### src/sv/tgd_pkg.sv
`timescale 1ns / 1ps

package tgd_pkg;

  // Default knob centre in pixels
  localparam int CENTER_DEF = 120;

  // Depth of the queue between front and back
  localparam int QUEUE_DEPTH_DEF = 4;

  // Most step results one move may produce
  localparam int MAX_RES = 57;

  // Input commands
  localparam logic [2:0] CMD_PRESS   = 3'd0;
  localparam logic [2:0] CMD_MOVE    = 3'd1;
  localparam logic [2:0] CMD_RELEASE = 3'd2;
  localparam logic [2:0] CMD_CLICK   = 3'd3;
  localparam logic [2:0] CMD_TICK    = 3'd4;

  // Gesture codes
  localparam logic [2:0] G_CW   = 3'd0;
  localparam logic [2:0] G_CCW  = 3'd1;
  localparam logic [2:0] G_TAP  = 3'd2;
  localparam logic [2:0] G_SHOW = 3'd3;
  localparam logic [2:0] G_HIDE = 3'd4;

  // Configuration register indexes
  localparam logic [2:0] REG_INNER_RADIUS     = 3'd0;
  localparam logic [2:0] REG_CENTER_RADIUS    = 3'd1;
  localparam logic [2:0] REG_KNOB_STEP        = 3'd2;
  localparam logic [2:0] REG_DEAD_BAND        = 3'd3;
  localparam logic [2:0] REG_DOUBLE_TAP_TICKS = 3'd4;
  localparam logic [2:0] REG_AUTOHIDE_TICKS   = 3'd5;

  // Configuration reset values
  localparam logic [6:0]  RST_INNER_RADIUS     = 7'd32;
  localparam logic [7:0]  RST_CENTER_RADIUS    = 8'd70;
  localparam logic [14:0] RST_KNOB_STEP        = 15'd1800;
  localparam logic [12:0] RST_DEAD_BAND        = 13'd80;
  localparam logic [15:0] RST_DOUBLE_TAP_TICKS = 16'd250;
  localparam logic [15:0] RST_AUTOHIDE_TICKS   = 16'd10000;

  // Operations passed from front to back
  localparam logic [2:0] OP_PRESS   = 3'd0;
  localparam logic [2:0] OP_TURN    = 3'd1;
  localparam logic [2:0] OP_RELEASE = 3'd2;
  localparam logic [2:0] OP_CLICK   = 3'd3;
  localparam logic [2:0] OP_TICK    = 3'd4;

  localparam int CROSS_W = 19;
  localparam int SUM_W   = 17;

  typedef struct packed {
    logic [2:0] cmd;
    logic [7:0] pos_x;
    logic [7:0] pos_y;
  } in_item_t;

  typedef struct packed {
    logic [2:0] gesture;
    logic       last;
  } out_item_t;

  typedef struct packed {
    logic [6:0]  inner_radius;
    logic [7:0]  center_radius;
    logic [14:0] knob_step;
    logic [12:0] dead_band;
    logic [15:0] double_tap_ticks;
    logic [15:0] autohide_ticks;
  } cfg_t;

  typedef struct packed {
    logic [2:0]                 op;
    logic                       near;
    logic signed [CROSS_W-1:0]  xprod;
  } op_t;

endpackage

### src/sv/tgd_queue.sv
`timescale 1ns / 1ps

module tgd_queue import tgd_pkg::*; #(
  parameter int DEPTH = QUEUE_DEPTH_DEF
) (
  input  logic clk,
  input  logic rst_n,
  input  logic push,
  input  op_t  push_data,
  output logic full,
  input  logic pop,
  output op_t  pop_data,
  output logic empty
);

  localparam int PW = (DEPTH > 1) ? $clog2(DEPTH) : 1;
  localparam int CW = $clog2(DEPTH + 1);
  localparam logic [PW-1:0] LAST_PTR = PW'(DEPTH - 1);

  op_t           mem [DEPTH];
  logic [PW-1:0] wr_ptr_r, wr_ptr_nxt;
  logic [PW-1:0] rd_ptr_r, rd_ptr_nxt;
  logic [CW-1:0] count_r, count_nxt;
  logic          do_push, do_pop;

  assign full     = (count_r == CW'(DEPTH));
  assign empty    = (count_r == '0);
  assign do_push  = push && !full;
  assign do_pop   = pop && !empty;
  assign pop_data = mem[rd_ptr_r];

  // Advance pointers with wrap at the depth
  always_comb begin
    wr_ptr_nxt = wr_ptr_r;
    rd_ptr_nxt = rd_ptr_r;
    count_nxt  = count_r;
    if (do_push) begin
      wr_ptr_nxt = (wr_ptr_r == LAST_PTR) ? '0 : wr_ptr_r + 1'b1;
    end
    if (do_pop) begin
      rd_ptr_nxt = (rd_ptr_r == LAST_PTR) ? '0 : rd_ptr_r + 1'b1;
    end
    if (do_push && !do_pop) begin
      count_nxt = count_r + 1'b1;
    end else if (!do_push && do_pop) begin
      count_nxt = count_r - 1'b1;
    end
  end

  always_ff @(posedge clk) begin
    if (!rst_n) begin
      wr_ptr_r <= '0;
      rd_ptr_r <= '0;
      count_r  <= '0;
    end else begin
      wr_ptr_r <= wr_ptr_nxt;
      rd_ptr_r <= rd_ptr_nxt;
      count_r  <= count_nxt;
    end
  end

  // Store request payload
  always_ff @(posedge clk) begin
    if (do_push) begin
      mem[wr_ptr_r] <= push_data;
    end
  end

endmodule

### src/sv/tgd_front.sv
`timescale 1ns / 1ps

module tgd_front import tgd_pkg::*; #(
  parameter int CENTER = CENTER_DEF
) (
  input  logic     clk,
  input  logic     rst_n,
  input  cfg_t     cfg,
  input  logic     in_push,
  input  in_item_t in_data,
  output logic     in_full,
  output logic     q_push,
  output op_t      q_data,
  input  logic     q_full
);

  localparam logic signed [9:0] CTR = 10'(CENTER);

  logic     busy_r, busy_nxt;
  logic     phase_r, phase_nxt;
  logic     engaged_r, engaged_nxt;
  logic [7:0] prev_x_r, prev_x_nxt;
  logic [7:0] prev_y_r, prev_y_nxt;

  in_item_t item_r;
  logic [17:0]        dsq_r;
  logic signed [19:0] pc_r, qc_r;
  logic [13:0]        rsq_r;
  logic [15:0]        csq_r;

  logic               accept;
  logic signed [9:0]  cdx, cdy, pdx, pdy;
  logic signed [19:0] sq_x, sq_y;
  logic signed [20:0] cross_w, db_s;
  logic               on_ring, in_band, near;
  logic               need_push;

  assign in_full = busy_r;
  assign accept  = in_push && !busy_r;

  // Offsets from the centre for current and previous points
  assign cdx  = $signed({2'b00, item_r.pos_x}) - CTR;
  assign cdy  = $signed({2'b00, item_r.pos_y}) - CTR;
  assign pdx  = $signed({2'b00, prev_x_r}) - CTR;
  assign pdy  = $signed({2'b00, prev_y_r}) - CTR;
  assign sq_x = cdx * cdx;
  assign sq_y = cdy * cdy;

  // Classify from the registered products
  assign cross_w = {pc_r[19], pc_r} - {qc_r[19], qc_r};
  assign db_s    = $signed({8'b0, cfg.dead_band});
  assign in_band = (cross_w > -db_s) && (cross_w < db_s);
  assign on_ring = (dsq_r >= {4'b0, rsq_r});
  assign near    = (dsq_r <= {2'b0, csq_r});

  always_comb begin
    busy_nxt    = busy_r;
    phase_nxt   = phase_r;
    engaged_nxt = engaged_r;
    prev_x_nxt  = prev_x_r;
    prev_y_nxt  = prev_y_r;
    need_push   = 1'b0;
    q_data.op    = OP_TICK;
    q_data.near  = near;
    q_data.xprod = cross_w[CROSS_W-1:0];

    case (item_r.cmd)
      CMD_PRESS: begin
        need_push = 1'b1;
        q_data.op = OP_PRESS;
      end
      CMD_MOVE: begin
        need_push = engaged_r && on_ring && !in_band;
        q_data.op = OP_TURN;
      end
      CMD_RELEASE: begin
        need_push = 1'b1;
        q_data.op = OP_RELEASE;
      end
      CMD_CLICK: begin
        need_push = 1'b1;
        q_data.op = OP_CLICK;
      end
      CMD_TICK: begin
        need_push = 1'b1;
        q_data.op = OP_TICK;
      end
      default: begin
        need_push = 1'b0;
      end
    endcase

    q_push = 1'b0;
    if (accept) begin
      busy_nxt  = 1'b1;
      phase_nxt = 1'b0;
    end else if (busy_r && !phase_r) begin
      phase_nxt = 1'b1;
    end else if (busy_r && phase_r && !(need_push && q_full)) begin
      // Finish: hand the request over and update the point history
      q_push   = need_push;
      busy_nxt = 1'b0;
      case (item_r.cmd)
        CMD_PRESS: begin
          prev_x_nxt  = item_r.pos_x;
          prev_y_nxt  = item_r.pos_y;
          engaged_nxt = on_ring;
        end
        CMD_MOVE: begin
          if (engaged_r && on_ring) begin
            prev_x_nxt = item_r.pos_x;
            prev_y_nxt = item_r.pos_y;
          end
        end
        CMD_RELEASE: begin
          engaged_nxt = 1'b0;
        end
        default: begin
          engaged_nxt = engaged_r;
        end
      endcase
    end
  end

  always_ff @(posedge clk) begin
    if (!rst_n) begin
      busy_r    <= 1'b0;
      phase_r   <= 1'b0;
      engaged_r <= 1'b0;
      prev_x_r  <= '0;
      prev_y_r  <= '0;
    end else begin
      busy_r    <= busy_nxt;
      phase_r   <= phase_nxt;
      engaged_r <= engaged_nxt;
      prev_x_r  <= prev_x_nxt;
      prev_y_r  <= prev_y_nxt;
    end
  end

  // Latch the request, then register distance and cross terms
  always_ff @(posedge clk) begin
    if (accept) begin
      item_r <= in_data;
    end
    if (busy_r && !phase_r) begin
      dsq_r <= {1'b0, sq_x[16:0]} + {1'b0, sq_y[16:0]};
      pc_r  <= pdx * cdy;
      qc_r  <= pdy * cdx;
      rsq_r <= {7'b0, cfg.inner_radius} * {7'b0, cfg.inner_radius};
      csq_r <= {8'b0, cfg.center_radius} * {8'b0, cfg.center_radius};
    end
  end

endmodule

### src/sv/tgd_back.sv
`timescale 1ns / 1ps

module tgd_back import tgd_pkg::*; (
  input  logic      clk,
  input  logic      rst_n,
  input  cfg_t      cfg,
  input  logic      q_empty,
  input  op_t       q_data,
  output logic      q_pop,
  output logic      out_empty,
  input  logic      out_pop,
  output out_item_t out_data
);

  localparam logic [1:0] ST_IDLE  = 2'd0;
  localparam logic [1:0] ST_EXEC  = 2'd1;
  localparam logic [1:0] ST_STEP  = 2'd2;
  localparam logic [1:0] ST_HIDE2 = 2'd3;

  localparam logic signed [19:0] SAT_HI = 20'sd65535;
  localparam logic signed [19:0] SAT_LO = -20'sd65536;

  logic [1:0]               state_r, state_nxt;
  op_t                      op_r, op_nxt;
  logic signed [SUM_W-1:0]  turn_r, turn_nxt;
  logic                     stepped_r, stepped_nxt;
  logic                     suppress_r, suppress_nxt;
  logic                     tap_wait_r, tap_wait_nxt;
  logic [15:0]              tap_cnt_r, tap_cnt_nxt;
  logic                     shown_r, shown_nxt;
  logic [15:0]              idle_cnt_r, idle_cnt_nxt;
  logic [5:0]               n_r, n_nxt;
  logic                     out_valid_r, out_valid_nxt;
  out_item_t                out_data_r;

  logic               emit, emit_ok;
  out_item_t          emit_item;
  logic [14:0]        stp;
  logic signed [17:0] stp_s, sum_s, cw_rest, ccw_rest;
  logic               cw_go, ccw_go, room, last_n;
  logic [15:0]        tap_lim, hide_lim;
  logic [16:0]        tap_inc, idle_inc;
  logic               tap_fire, hide_fire;
  logic signed [19:0] wide;
  logic signed [SUM_W-1:0] sat;

  assign out_empty = !out_valid_r;
  assign out_data  = out_data_r;
  assign emit_ok   = !out_valid_r || out_pop;

  // Step arithmetic on the running sum
  assign stp      = (cfg.knob_step == '0) ? 15'd1 : cfg.knob_step;
  assign stp_s    = $signed({3'b000, stp});
  assign sum_s    = {turn_r[SUM_W-1], turn_r};
  assign cw_go    = sum_s >= stp_s;
  assign ccw_go   = sum_s <= -stp_s;
  assign cw_rest  = sum_s - stp_s;
  assign ccw_rest = sum_s + stp_s;
  assign room     = n_r < 6'(MAX_RES);
  assign last_n   = n_r == 6'(MAX_RES - 1);

  // Saturating add of a new cross product
  assign wide = {{3{turn_r[SUM_W-1]}}, turn_r} + {op_r.xprod[CROSS_W-1], op_r.xprod};
  assign sat  = (wide > SAT_HI) ? SAT_HI[SUM_W-1:0] :
                (wide < SAT_LO) ? SAT_LO[SUM_W-1:0] : wide[SUM_W-1:0];

  // Tick timers
  assign tap_lim   = (cfg.double_tap_ticks == '0) ? 16'd1 : cfg.double_tap_ticks;
  assign hide_lim  = (cfg.autohide_ticks == '0) ? 16'd1 : cfg.autohide_ticks;
  assign tap_inc   = {1'b0, tap_cnt_r} + 17'd1;
  assign idle_inc  = {1'b0, idle_cnt_r} + 17'd1;
  assign tap_fire  = tap_wait_r && (tap_inc >= {1'b0, tap_lim});
  assign hide_fire = shown_r && (idle_inc >= {1'b0, hide_lim});

  always_comb begin
    state_nxt    = state_r;
    op_nxt       = op_r;
    turn_nxt     = turn_r;
    stepped_nxt  = stepped_r;
    suppress_nxt = suppress_r;
    tap_wait_nxt = tap_wait_r;
    tap_cnt_nxt  = tap_cnt_r;
    shown_nxt    = shown_r;
    idle_cnt_nxt = idle_cnt_r;
    n_nxt        = n_r;
    q_pop        = 1'b0;
    emit         = 1'b0;
    emit_item.gesture = G_CW;
    emit_item.last    = 1'b1;

    case (state_r)
      ST_IDLE: begin
        // Take the next request from the queue
        if (!q_empty) begin
          q_pop     = 1'b1;
          op_nxt    = q_data;
          state_nxt = ST_EXEC;
        end
      end

      ST_EXEC: begin
        case (op_r.op)
          OP_PRESS: begin
            turn_nxt    = '0;
            stepped_nxt = 1'b0;
            state_nxt   = ST_IDLE;
          end
          OP_RELEASE: begin
            if (stepped_r) begin
              suppress_nxt = 1'b1;
            end
            state_nxt = ST_IDLE;
          end
          OP_CLICK: begin
            if (suppress_r) begin
              suppress_nxt = 1'b0;
              state_nxt    = ST_IDLE;
            end else if (tap_wait_r) begin
              if (!shown_r) begin
                if (emit_ok) begin
                  emit              = 1'b1;
                  emit_item.gesture = G_SHOW;
                  tap_wait_nxt      = 1'b0;
                  tap_cnt_nxt       = '0;
                  shown_nxt         = 1'b1;
                  idle_cnt_nxt      = '0;
                  state_nxt         = ST_IDLE;
                end
              end else if (op_r.near) begin
                if (emit_ok) begin
                  emit              = 1'b1;
                  emit_item.gesture = G_HIDE;
                  tap_wait_nxt      = 1'b0;
                  tap_cnt_nxt       = '0;
                  shown_nxt         = 1'b0;
                  state_nxt         = ST_IDLE;
                end
              end else begin
                tap_wait_nxt = 1'b0;
                tap_cnt_nxt  = '0;
                state_nxt    = ST_IDLE;
              end
            end else begin
              tap_wait_nxt = 1'b1;
              tap_cnt_nxt  = '0;
              state_nxt    = ST_IDLE;
            end
          end
          OP_TICK: begin
            if (!((tap_fire || hide_fire) && !emit_ok)) begin
              // Advance the tap wait, then the autohide timer
              if (tap_wait_r) begin
                if (tap_fire) begin
                  tap_wait_nxt = 1'b0;
                  tap_cnt_nxt  = '0;
                end else begin
                  tap_cnt_nxt = tap_inc[15:0];
                end
              end
              if (shown_r) begin
                if (hide_fire) begin
                  idle_cnt_nxt = '0;
                  shown_nxt    = 1'b0;
                  tap_wait_nxt = 1'b0;
                  tap_cnt_nxt  = '0;
                end else begin
                  idle_cnt_nxt = idle_inc[15:0];
                end
              end
              state_nxt = ST_IDLE;
              if (tap_fire) begin
                emit              = 1'b1;
                emit_item.gesture = G_TAP;
                emit_item.last    = !hide_fire;
                if (hide_fire) begin
                  state_nxt = ST_HIDE2;
                end
              end else if (hide_fire) begin
                emit              = 1'b1;
                emit_item.gesture = G_HIDE;
              end
            end
          end
          OP_TURN: begin
            turn_nxt  = sat;
            n_nxt     = '0;
            state_nxt = ST_STEP;
          end
          default: begin
            state_nxt = ST_IDLE;
          end
        endcase
      end

      ST_STEP: begin
        // Emit one whole step per cycle while the output is free, until the sum is used up or MAX_RES steps are out
        if (room && cw_go) begin
          if (emit_ok) begin
            emit              = 1'b1;
            emit_item.gesture = G_CW;
            emit_item.last    = last_n || (cw_rest < stp_s);
            turn_nxt          = cw_rest[SUM_W-1:0];
            stepped_nxt       = 1'b1;
            n_nxt             = n_r + 1'b1;
          end
        end else if (room && ccw_go) begin
          if (emit_ok) begin
            emit              = 1'b1;
            emit_item.gesture = G_CCW;
            emit_item.last    = last_n || (ccw_rest > -stp_s);
            turn_nxt          = ccw_rest[SUM_W-1:0];
            stepped_nxt       = 1'b1;
            n_nxt             = n_r + 1'b1;
          end
        end else begin
          state_nxt = ST_IDLE;
        end
      end

      ST_HIDE2: begin
        if (emit_ok) begin
          emit              = 1'b1;
          emit_item.gesture = G_HIDE;
          state_nxt         = ST_IDLE;
        end
      end

      default: begin
        state_nxt = ST_IDLE;
      end
    endcase

    // Hold the result until popped
    if (emit) begin
      out_valid_nxt = 1'b1;
    end else if (out_pop) begin
      out_valid_nxt = 1'b0;
    end else begin
      out_valid_nxt = out_valid_r;
    end
  end

  always_ff @(posedge clk) begin
    if (!rst_n) begin
      state_r     <= ST_IDLE;
      turn_r      <= '0;
      stepped_r   <= 1'b0;
      suppress_r  <= 1'b0;
      tap_wait_r  <= 1'b0;
      tap_cnt_r   <= '0;
      shown_r     <= 1'b0;
      idle_cnt_r  <= '0;
      n_r         <= '0;
      out_valid_r <= 1'b0;
    end else begin
      state_r     <= state_nxt;
      turn_r      <= turn_nxt;
      stepped_r   <= stepped_nxt;
      suppress_r  <= suppress_nxt;
      tap_wait_r  <= tap_wait_nxt;
      tap_cnt_r   <= tap_cnt_nxt;
      shown_r     <= shown_nxt;
      idle_cnt_r  <= idle_cnt_nxt;
      n_r         <= n_nxt;
      out_valid_r <= out_valid_nxt;
    end
  end

  always_ff @(posedge clk) begin
    op_r <= op_nxt;
    if (emit) begin
      out_data_r <= emit_item;
    end
  end

endmodule

### src/sv/touch_ring_gesture_decoder.sv
`timescale 1ns / 1ps

// Touch ring gesture decoder.
// Input: queue-style push/full channel carrying cmd, pos_x, pos_y; a request
// is taken when push is high and full is low. Results: queue-style
// empty/pop channel carrying gesture and last; last marks the final result
// of one input request, and requests that cause nothing produce no result.
// Configuration: cfg_valid/cfg_ready write port (always ready) with a
// register index and data; write only while the block is idle.
// Flow: the front handles one request at a time (capture, multiply, classify)
// and accepts the next only after classify; classify waits while its op must go into a full queue.
// The back runs one request from the queue at a time: the idle state pops it,
// the exec state carries it out, and for a knob turn the step state then emits
// one step result at a time (up to 57 steps) until the sum is used up.
// A stalled receiver stops the back at its output register; the front keeps
// filling the queue until it is full, then raises full.
// Reset (synchronous, rst_n low): configuration returns to defaults, the ring
// is hidden, all timers, queue and output register are cleared.
module touch_ring_gesture_decoder import tgd_pkg::*; #(
  parameter int CENTER      = CENTER_DEF,
  parameter int QUEUE_DEPTH = QUEUE_DEPTH_DEF
) (
  input  logic        clk,
  input  logic        rst_n,
  input  logic        in_push,
  input  in_item_t    in_data,
  output logic        in_full,
  output logic        out_empty,
  input  logic        out_pop,
  output out_item_t   out_data,
  input  logic        cfg_valid,
  output logic        cfg_ready,
  input  logic [2:0]  cfg_index,
  input  logic [15:0] cfg_data
);

  cfg_t cfg_r, cfg_nxt;
  logic q_push, q_full, q_pop, q_empty;
  op_t  q_wdata, q_rdata;

  assign cfg_ready = 1'b1;

  // Update the addressed configuration register
  always_comb begin
    cfg_nxt = cfg_r;
    if (cfg_valid) begin
      case (cfg_index)
        REG_INNER_RADIUS:     cfg_nxt.inner_radius     = cfg_data[6:0];
        REG_CENTER_RADIUS:    cfg_nxt.center_radius    = cfg_data[7:0];
        REG_KNOB_STEP:        cfg_nxt.knob_step        = cfg_data[14:0];
        REG_DEAD_BAND:        cfg_nxt.dead_band        = cfg_data[12:0];
        REG_DOUBLE_TAP_TICKS: cfg_nxt.double_tap_ticks = cfg_data;
        REG_AUTOHIDE_TICKS:   cfg_nxt.autohide_ticks   = cfg_data;
        default:              cfg_nxt = cfg_r;
      endcase
    end
  end

  always_ff @(posedge clk) begin
    if (!rst_n) begin
      cfg_r.inner_radius     <= RST_INNER_RADIUS;
      cfg_r.center_radius    <= RST_CENTER_RADIUS;
      cfg_r.knob_step        <= RST_KNOB_STEP;
      cfg_r.dead_band        <= RST_DEAD_BAND;
      cfg_r.double_tap_ticks <= RST_DOUBLE_TAP_TICKS;
      cfg_r.autohide_ticks   <= RST_AUTOHIDE_TICKS;
    end else begin
      cfg_r <= cfg_nxt;
    end
  end

  tgd_front #(
    .CENTER (CENTER)
  ) u_front (
    .clk     (clk),
    .rst_n   (rst_n),
    .cfg     (cfg_r),
    .in_push (in_push),
    .in_data (in_data),
    .in_full (in_full),
    .q_push  (q_push),
    .q_data  (q_wdata),
    .q_full  (q_full)
  );

  tgd_queue #(
    .DEPTH (QUEUE_DEPTH)
  ) u_queue (
    .clk       (clk),
    .rst_n     (rst_n),
    .push      (q_push),
    .push_data (q_wdata),
    .full      (q_full),
    .pop       (q_pop),
    .pop_data  (q_rdata),
    .empty     (q_empty)
  );

  tgd_back u_back (
    .clk       (clk),
    .rst_n     (rst_n),
    .cfg       (cfg_r),
    .q_empty   (q_empty),
    .q_data    (q_rdata),
    .q_pop     (q_pop),
    .out_empty (out_empty),
    .out_pop   (out_pop),
    .out_data  (out_data)
  );

`ifndef SYNTH
  // Front never pushes into a full queue
  a_no_push_full: assert property (@(posedge clk) disable iff (!rst_n)
    !(q_push && q_full))
    else $error("request pushed into full queue");

  // Back never pops an empty queue
  a_no_pop_empty: assert property (@(posedge clk) disable iff (!rst_n)
    !(q_pop && q_empty))
    else $error("request popped from empty queue");

  // An accepted input blocks the channel while it is classified
  a_busy_after_accept: assert property (@(posedge clk) disable iff (!rst_n)
    (in_push && !in_full) |=> in_full)
    else $error("front accepted without going busy");
`endif

endmodule

### config.mk
export PLATFORM = sky130hd
export DESIGN_NAME = touch_ring_gesture_decoder
export DESIGN_NICKNAME = d
export VERILOG_FILES = /design/src/sv/tgd_pkg.sv /design/src/sv/tgd_queue.sv /design/src/sv/tgd_front.sv /design/src/sv/tgd_back.sv /design/src/sv/touch_ring_gesture_decoder.sv
export SDC_FILE = /design/constraint.sdc
export NUM_CORES = 2
export LEC_CHECK = 0
export ABC_AREA = 0
export BUFFER_PORTS_ARGS = -buffer_cell sky130_fd_sc_hd__buf_2
export CORE_ASPECT_RATIO = 0.7
export CORE_MARGIN = 8
export CORE_UTILIZATION = 65
export CTS_CLUSTER_DIAMETER = 150
export DETAILED_ROUTE_END_ITERATION = 10
export GPL_TIMING_DRIVEN = 0
export PLACE_DENSITY = 0.83
export SYNTH_ARGS = -nofsm -noshare
export SYNTH_HDL_FRONTEND = slang
export SYNTH_SLANG_ARGS = --single-unit
### constraint.sdc
create_clock -name clk -period 14.5 [get_ports clk]
set_clock_uncertainty 0.15 [all_clocks]
set_input_delay 2.9 -clock clk [delete_from_list [all_inputs] [get_ports clk]]
set_output_delay 2.9 -clock clk [all_outputs]
set_load 0.01 [all_outputs]
### After elaboration in Yosys (flattened, before gate mapping)

Memories as Yosys holds them, arrays and structs flattened. A register that Yosys moved wholly into a read port is not among the register bits.
Index checks and enable logic that the tools add are counted.
Widths: inputs -> output; s select.

* $add $sub $neg: 18
* multiply operators: 6
* div/mod/pow operators: 0
* $lt $le $gt $ge: 13
* equality and inequality tests: 38
* shifts and indexed selects: 0
* muxes and demuxes: 127
* bitwise gates (word level): 4
* reduce and logical (&&, ||, !) cells: 68

Operators with widths (count)
* $mux 16: 19
* $mux 17: 6
* $pmux 17 s2: 2
* $pmux 16 s2: 2
* $ge 17x16->1: 3
* $mux 1: 47
* $mul 9x9->18: 2
* $sub 8x7->9 const B: 4
* $add 16x1->17 const B: 2
* $mul 9x9->17: 2
* $logic_not 16->1: 2
* $pmux 8 s2: 2
* $mux 2: 15
* $mux 3: 9
* $mux 6: 4
* $gt 21x21->1: 1
* $lt 21x14->1: 1
* $neg 13->21: 1
* $sub 20x20->21: 1
* $add 17x19->20: 1
* $gt 20x17->1 const B: 1
* $lt 20x17->1 const B: 1
* $add 17x16->18: 1
* $add 17x17->18: 1
* other kinds (50): 144

* flip-flop bits (word level): 274
* bits in latches: 0
* RAM bits: 92
* ROM bits: 0
* bits of input ports: 43
* output and inout port bits: 7
* logic and storage cells: 309
* memories kept: 1

Memory list
* u_queue.mem: depth 4, bits a word 23, read ports 1, clocked after memory_dff 1, wr ports 1, line tgd_queue.sv:20 `op_t mem [DEPTH];`

### Longest topological paths before layout

* word-level depth: 17
* mapped depth: 31
* depth with buffers taken out: 31

### Hierarchy

Synthesis repeated with hierarchy kept, for this count alone.

* cell total of the unflattened synthesis: 3902
* area, all modules: 37343.3 µm²

Modules (own cells, without submodules)
* tgd_front: instances 1, cells each 2235, area each 21031.4 µm², sequential area each 3413.3 µm²
* tgd_back: instances 1, cells each 1213, area each 9579.2 µm², sequential area each 2052.0 µm²
* tgd_queue: instances 1, cells each 171, area each 3827.4 µm², sequential area each 2942.8 µm²
* touch_ring_gesture_decoder: instances 1, cells each 283, area each 2905.3 µm², sequential area each 1501.4 µm²

### Least setup slack after synthesis

No wires, ideal clock.

* path type: register to register
* start: reg u_front.item_r[11] in the netlist's numbering
* end: reg u_front.dsq_r[16], data pin
* library setup time: 0.135 ns
* data arrival time: 6.812 ns
* data required time: 14.215 ns
* path slack: 7.403 ns
* cell stages (with the launch flop): 31
* path buffers: 1
* period minus slack after synthesis: 7.097 ns
* path through: edfxtp_1 -> and3_1 -> a21o_1 -> inv_1 -> clkbuf_1 -> and2_1 -> fa_1 -> fa_1 -> inv_1 -> fa_1 -> inv_1 -> fa_1 -> inv_1 -> fa_1 -> inv_1 -> ha_1 -> inv_1 -> o21ai_0 -> a21oi_1 -> nor2b_1 -> o21a_1 -> o21ai_0 -> nand2b_1 -> a21oi_1 -> o21ai_0 -> xnor2_1 -> ha_1 -> inv_1 -> or4_1 -> o311a_1 -> nand3_1

* cells in the longest elaborated chain, start to end: 3

Ends and longest elaborated chain
* start: declaration: line tgd_front.sv:25 `in_item_t item_r;`
* start signal: assignment: line tgd_front.sv:144 `item_r <= in_data;`
* $sub 8x7->9: line tgd_front.sv:42 `assign cdx = $signed({2'b00, item_r.pos_x}) - CTR;`
* $mul 9x9->17: line tgd_front.sv:46 `assign sq_x = cdx * cdx;`
* $add 17x17->18: line tgd_front.sv:147 `dsq_r <= {1'b0, sq_x[16:0]} + {1'b0, sq_y[16:0]};`
* end signal: assignment: line tgd_front.sv:147
* end: declaration: line tgd_front.sv:26 `logic [17:0] dsq_r;`

Every way passes these cells.
A chain may end at the register's enable or synchronous reset.

### Final worst setup path

* start: reg u_front.item_r[3] in the netlist's numbering
* end: reg u_front.dsq_r[16], data pin

* cells in the longest elaborated chain, start to end: 3

Ends and longest elaborated chain
* $sub 8x7->9: line tgd_front.sv:43 `assign cdy = $signed({2'b00, item_r.pos_y}) - CTR;`
* $mul 9x9->17: line tgd_front.sv:47 `assign sq_y = cdy * cdy;`
* $add 17x17->18: line tgd_front.sv:147

Every way passes these cells.

==> impl.org <==
** GRT
- For met3 alone, demand over resource in global routing was 5.05%.
- Initial antenna violation count :: 0
- The via count of the first global-routing pass was 27700.
- Grt ovf :: 0
- met2 is the most crowded layer.
- For met2 alone, demand over resource in global routing was 44.5%.
- Total global routing track utilization :: 28.0%
- Largest net degree at the start of global routing :: 37
- Wire length of the first global-routing pass :: 145 mm
- Met1 layer usage reported by global route :: 39.1%

** Synthesis
- Flip-flop and latch count after synthesis :: 383
- Count leader, synth :: sky130_fd_sc_hd__inv_1
- Summing every instance area after synthesis gives 36200 um^2.
- Share of flip-flops with an asynchronous set or reset :: 0%
- Mean area per synthesized cell :: 9.50 um^2
- During synthesis, Yosys emitted a total of 0 warnings.
- The cell count after synthesis came out at 3808.
- Most frequently used flop master after synthesis :: sky130_fd_sc_hd__edfxtp_1
- The synthesized design spends more area on one cell type than any other, namely sky130_fd_sc_hd__edfxtp_1.
- The commonest cells after synthesis are sky130_fd_sc_hd__inv_1 (523), sky130_fd_sc_hd__ha_1 (440), sky130_fd_sc_hd__nand2_1 (428).
- Share of the synthesized area in the top cell type :: 18.3%
- In this run, synthesis inferred 220 flip-flops with an integrated enable.
- After synthesis, flip-flops and latches occupy 27.3% of the total area.
- Top post-synthesis cells by area :: sky130_fd_sc_hd__edfxtp_1 (18%), sky130_fd_sc_hd__fa_1 (16%), sky130_fd_sc_hd__ha_1 (15%)
- Distinct cells, synth :: 82

** Critical path
- The most critical setup path has its endpoint at u_front.dsq_r[16].
- Required time at the endpoint of the critical path :: 14.78 ns
- Crit-path slowest cell :: sky130_fd_sc_hd__clkbuf_1
- The endpoint identified for the worst register-to-register timing path is u_front.dsq_r[16].
- Crit Path Class :: reg2reg
- In this run the worst path has a maximum fanout of 12.
- Worst setup startpoint :: u_front.item_r[3]
- Sort of element at the start of the critical path :: register
- R2R Setup Slk :: 6.30 ns
- Maximum cell stage delay along the critical path :: 0.60 ns
- Logic depth of the worst register-to-register path :: 28
- Data on the critical path arrives at its endpoint at 8.48 ns.
- STA classifies the critical path endpoint as a register.
- Reg-to-reg critical path startpoint :: u_front.item_r[3]

** CTS
- Maximum level of the CTS H-tree :: 2
- Post-CTS setup buffers :: 0
- Number of buffers created by CTS :: 39
- The clock drives 383 sinks.
- Buffers inserted to repair hold after CTS numbered 0.
- Clock-pin slew was measured on the worst setup and hold paths at 0.07 ns.
- Post-cts sizing count :: 0
- TritonCTS built the clock tree.
- No sink is reached through more buffers than the 3 on the longest clock path.
- The clock reaches the later pin of the worst-skew pair after 0.58 ns.
- Root buffer cell :: sky130_fd_sc_hd__clkbuf_16

** Floorplanning
- After floorplanning, the core was sized to cover 55100 um^2.
- Initial cell density of the core :: 65.6%
- Measured along the y axis, the die boundary spans 213 um.
- In this run the horizontal extent of the chip is 298 um.
- 50 I/O pins were placed.
- The initialized floorplan defines 72 standard-cell rows.
- Total Die Area :: 63600 um^2

** STA
- Setup_tns :: 0 ns
- Subtracting the final worst setup slack from the clock period gives 8.20 ns.
- At the pin with the least slew margin, the transition time is 1.30 ns.
- Final number of hold-violating endpoints :: 0
- Final clock period utilization by the worst path :: 56.5%
- The number of max-slew violations in the final report came to 0.
- Setup violations remaining at the end of the flow were counted as 0.
- Fmax achieved :: 122 MHz
- Setup repair after global routing missed its margin :: false
- The worst path meets setup with 6.30 ns of slack.
- Relative slew margins :: 13.3%

** Drt
- Once detail routing completed, the nets flagged for antenna violations numbered 0.
- The first routing iteration left 2423 violations.
- Using the TritonRoute via totals, the vias-per-cell ratio works out to 5.92.
- Summing over every cut layer, the via total after detailed routing is 27700.
- In the final routed layout, each cell accounts on average for 18.9 um.
- Routed wire length :: 88.3 mm
- For this run, design rule violations remaining after detail routing come to 0.
- The first TritonRoute pass finished after 6 iterations.

** Final layout
- Fraction of layout cells with a size suffix above 1 :: 4.42%
- Fill cells in the final layout number 4085.
- 0 antenna diodes ended up in the layout.
- Syn-to-layout area delta :: 7.47%
- Final nets :: 4685

** Outcome
- The flow ran to the end, and the final reports show no timing, DRC or antenna violations.

** Power and ir drop
- The design draws 0.00877 W.
- The analysis attributes to cell leakage a power of 17.5 nW.
- Power per cell area :: 226 nW/um^2
- Max IR drop VDD :: 0.00106 V

** Worst hold path
- The startpoint identified for the worst hold timing path is cfg_r[16].
- The worst hold path belongs to the class reg2reg.

** Place
- Placer's final routability congestion estimate :: 0.960
- Detailed placement ended at an HPWL of 69.3 mm.
- Count of buffers inserted at the top-level ports :: 48
- At the placement stage, the worst setup path has a slack of 6.32 ns.

** Run
- MaxCap Viol Count :: 0
-- flip-flops by register name (all words and copies together) (netlist names), 13 cells and up --
signal,count
u_front.item_r,19
u_front.qc_r,18
u_front.pc_r,18
cfg_r,75
u_back.op_r,23
u_front.rsq_r,13
u_back.turn_r,17
u_front.csq_r,15
u_queue.mem,92
u_front.dsq_r,18
u_back.tap_cnt_r,16
u_back.idle_cnt_r,16
-- metrics by stage --
stage / cells / utilization, % / hold slack, ns / instance area (um^2)
after floorplan: 3813 / - / 0.286 / 36200
after global placement: 4601 / 67.8 / 0.293 / 37400
after detailed placement: 4604 / 67.9 / 0.297 / 37400
after CTS: 4675 / 70.5 / 0.306 / 38900
after global routing: 4675 / 70.5 / 0.333 / 38900
final: 4675 / 70.5 / 0.306 / 38900
-- worst min path at each step --
stage,endpoint,cells past startpoint
6_report,cfg_r[16],2
3_5_place_dp,cfg_r[16],2
3_3_place_gp,cfg_r[16],2
4_1_cts,cfg_r[16],2
2_1_floorplan,cfg_r[0],2
5_1_grt,cfg_r[0],2
-- cell usage in the layout, fill, tap and decap left out, drive strengths merged, types with 9 or more instances in the layout --
cell | netlist | layout
inv | 523 | 524
ha | 440 | 440
nand2 | 428 | 428
fa | 297 | 297
a21oi | 223 | 223
edfxtp | 220 | 220
xnor2 | 176 | 176
clkbuf | 126 | 174
dfxtp | 163 | 163
nor2 | 145 | 145
o21ai | 132 | 132
and2 | 96 | 96
nand2b | 88 | 88
a21o | 79 | 79
nor2b | 71 | 71
buf | 11 | 62
nand3 | 61 | 61
xor2 | 58 | 58
nor3 | 43 | 43
o211ai | 34 | 34
nand4 | 33 | 33
mux2i | 32 | 32
o21a | 29 | 29
and3 | 24 | 24
a31oi | 24 | 24
or3 | 23 | 23
mux4 | 23 | 23
nor4 | 23 | 23
o21bai | 21 | 21
a211oi | 17 | 17
o22ai | 11 | 11
a21boi | 10 | 10
clkinv | 0 | 10
o31ai | 9 | 9
or2 | 9 | 9
bufinv | 0 | 9
-- routing by layer --
metal / share of wire (%) / up-vias
li1: - / 13000
met3: 8.6 / 196
met1: 44 / 13300
met5: 0 / -
met2: 45 / 1130
met4: 3.2 / 0
-- area by class of cell --
| cell class | count | area, um^2 | area share, % |
|---|---|---|---|
| Inverter | 523 | 1960 | 5.05 |
| Clock inverter | 23 | 383 | 0.985 |
| Timing Repair Buffer | 51 | 303 | 0.779 |
| Sequential cell | 383 | 9870 | 25.4 |
| Clock buffer | 48 | 1060 | 2.73 |
| Multi-Input combinational cell | 2770 | 23800 | 61.3 |
| Buffer | 137 | 527 | 1.36 |
| Tap cell | 740 | 926 | 2.38 |
-- power by group --
group | switching, W | internal [W] | total, W
registers | 0.000120 | 0.00162 | 0.00174
logic | 0.00338 | 0.00249 | 0.00587
clock network | 0.000471 | 0.000688 | 0.00116
-- critical path: cells and delay by family, from the launching register on --
kind,cells,cell delay (ns)
adder cells (fa/ha/maj),7,3.12
AO/OA/AOI/OAI,8,1.43
AND/OR/NAND/NOR,6,1.35
XOR/XNOR,1,0.35
buffers and inverters,6,1.12
flip-flops,1,0.54
-- cells by family after synthesis --
family / count (synthesis) / share of synthesized area (%)
simple gates: 1066 / 14.3
buf+inv: 660 / 6.88
other cells: 2 / 0.0208
xor+xnor: 234 / 5.69
compound gates: 664 / 11.6
flops: 383 / 27.3
fa+ha+maj: 738 / 31.7
mux: 61 / 2.50
Power figures use the tool's default switching activity.
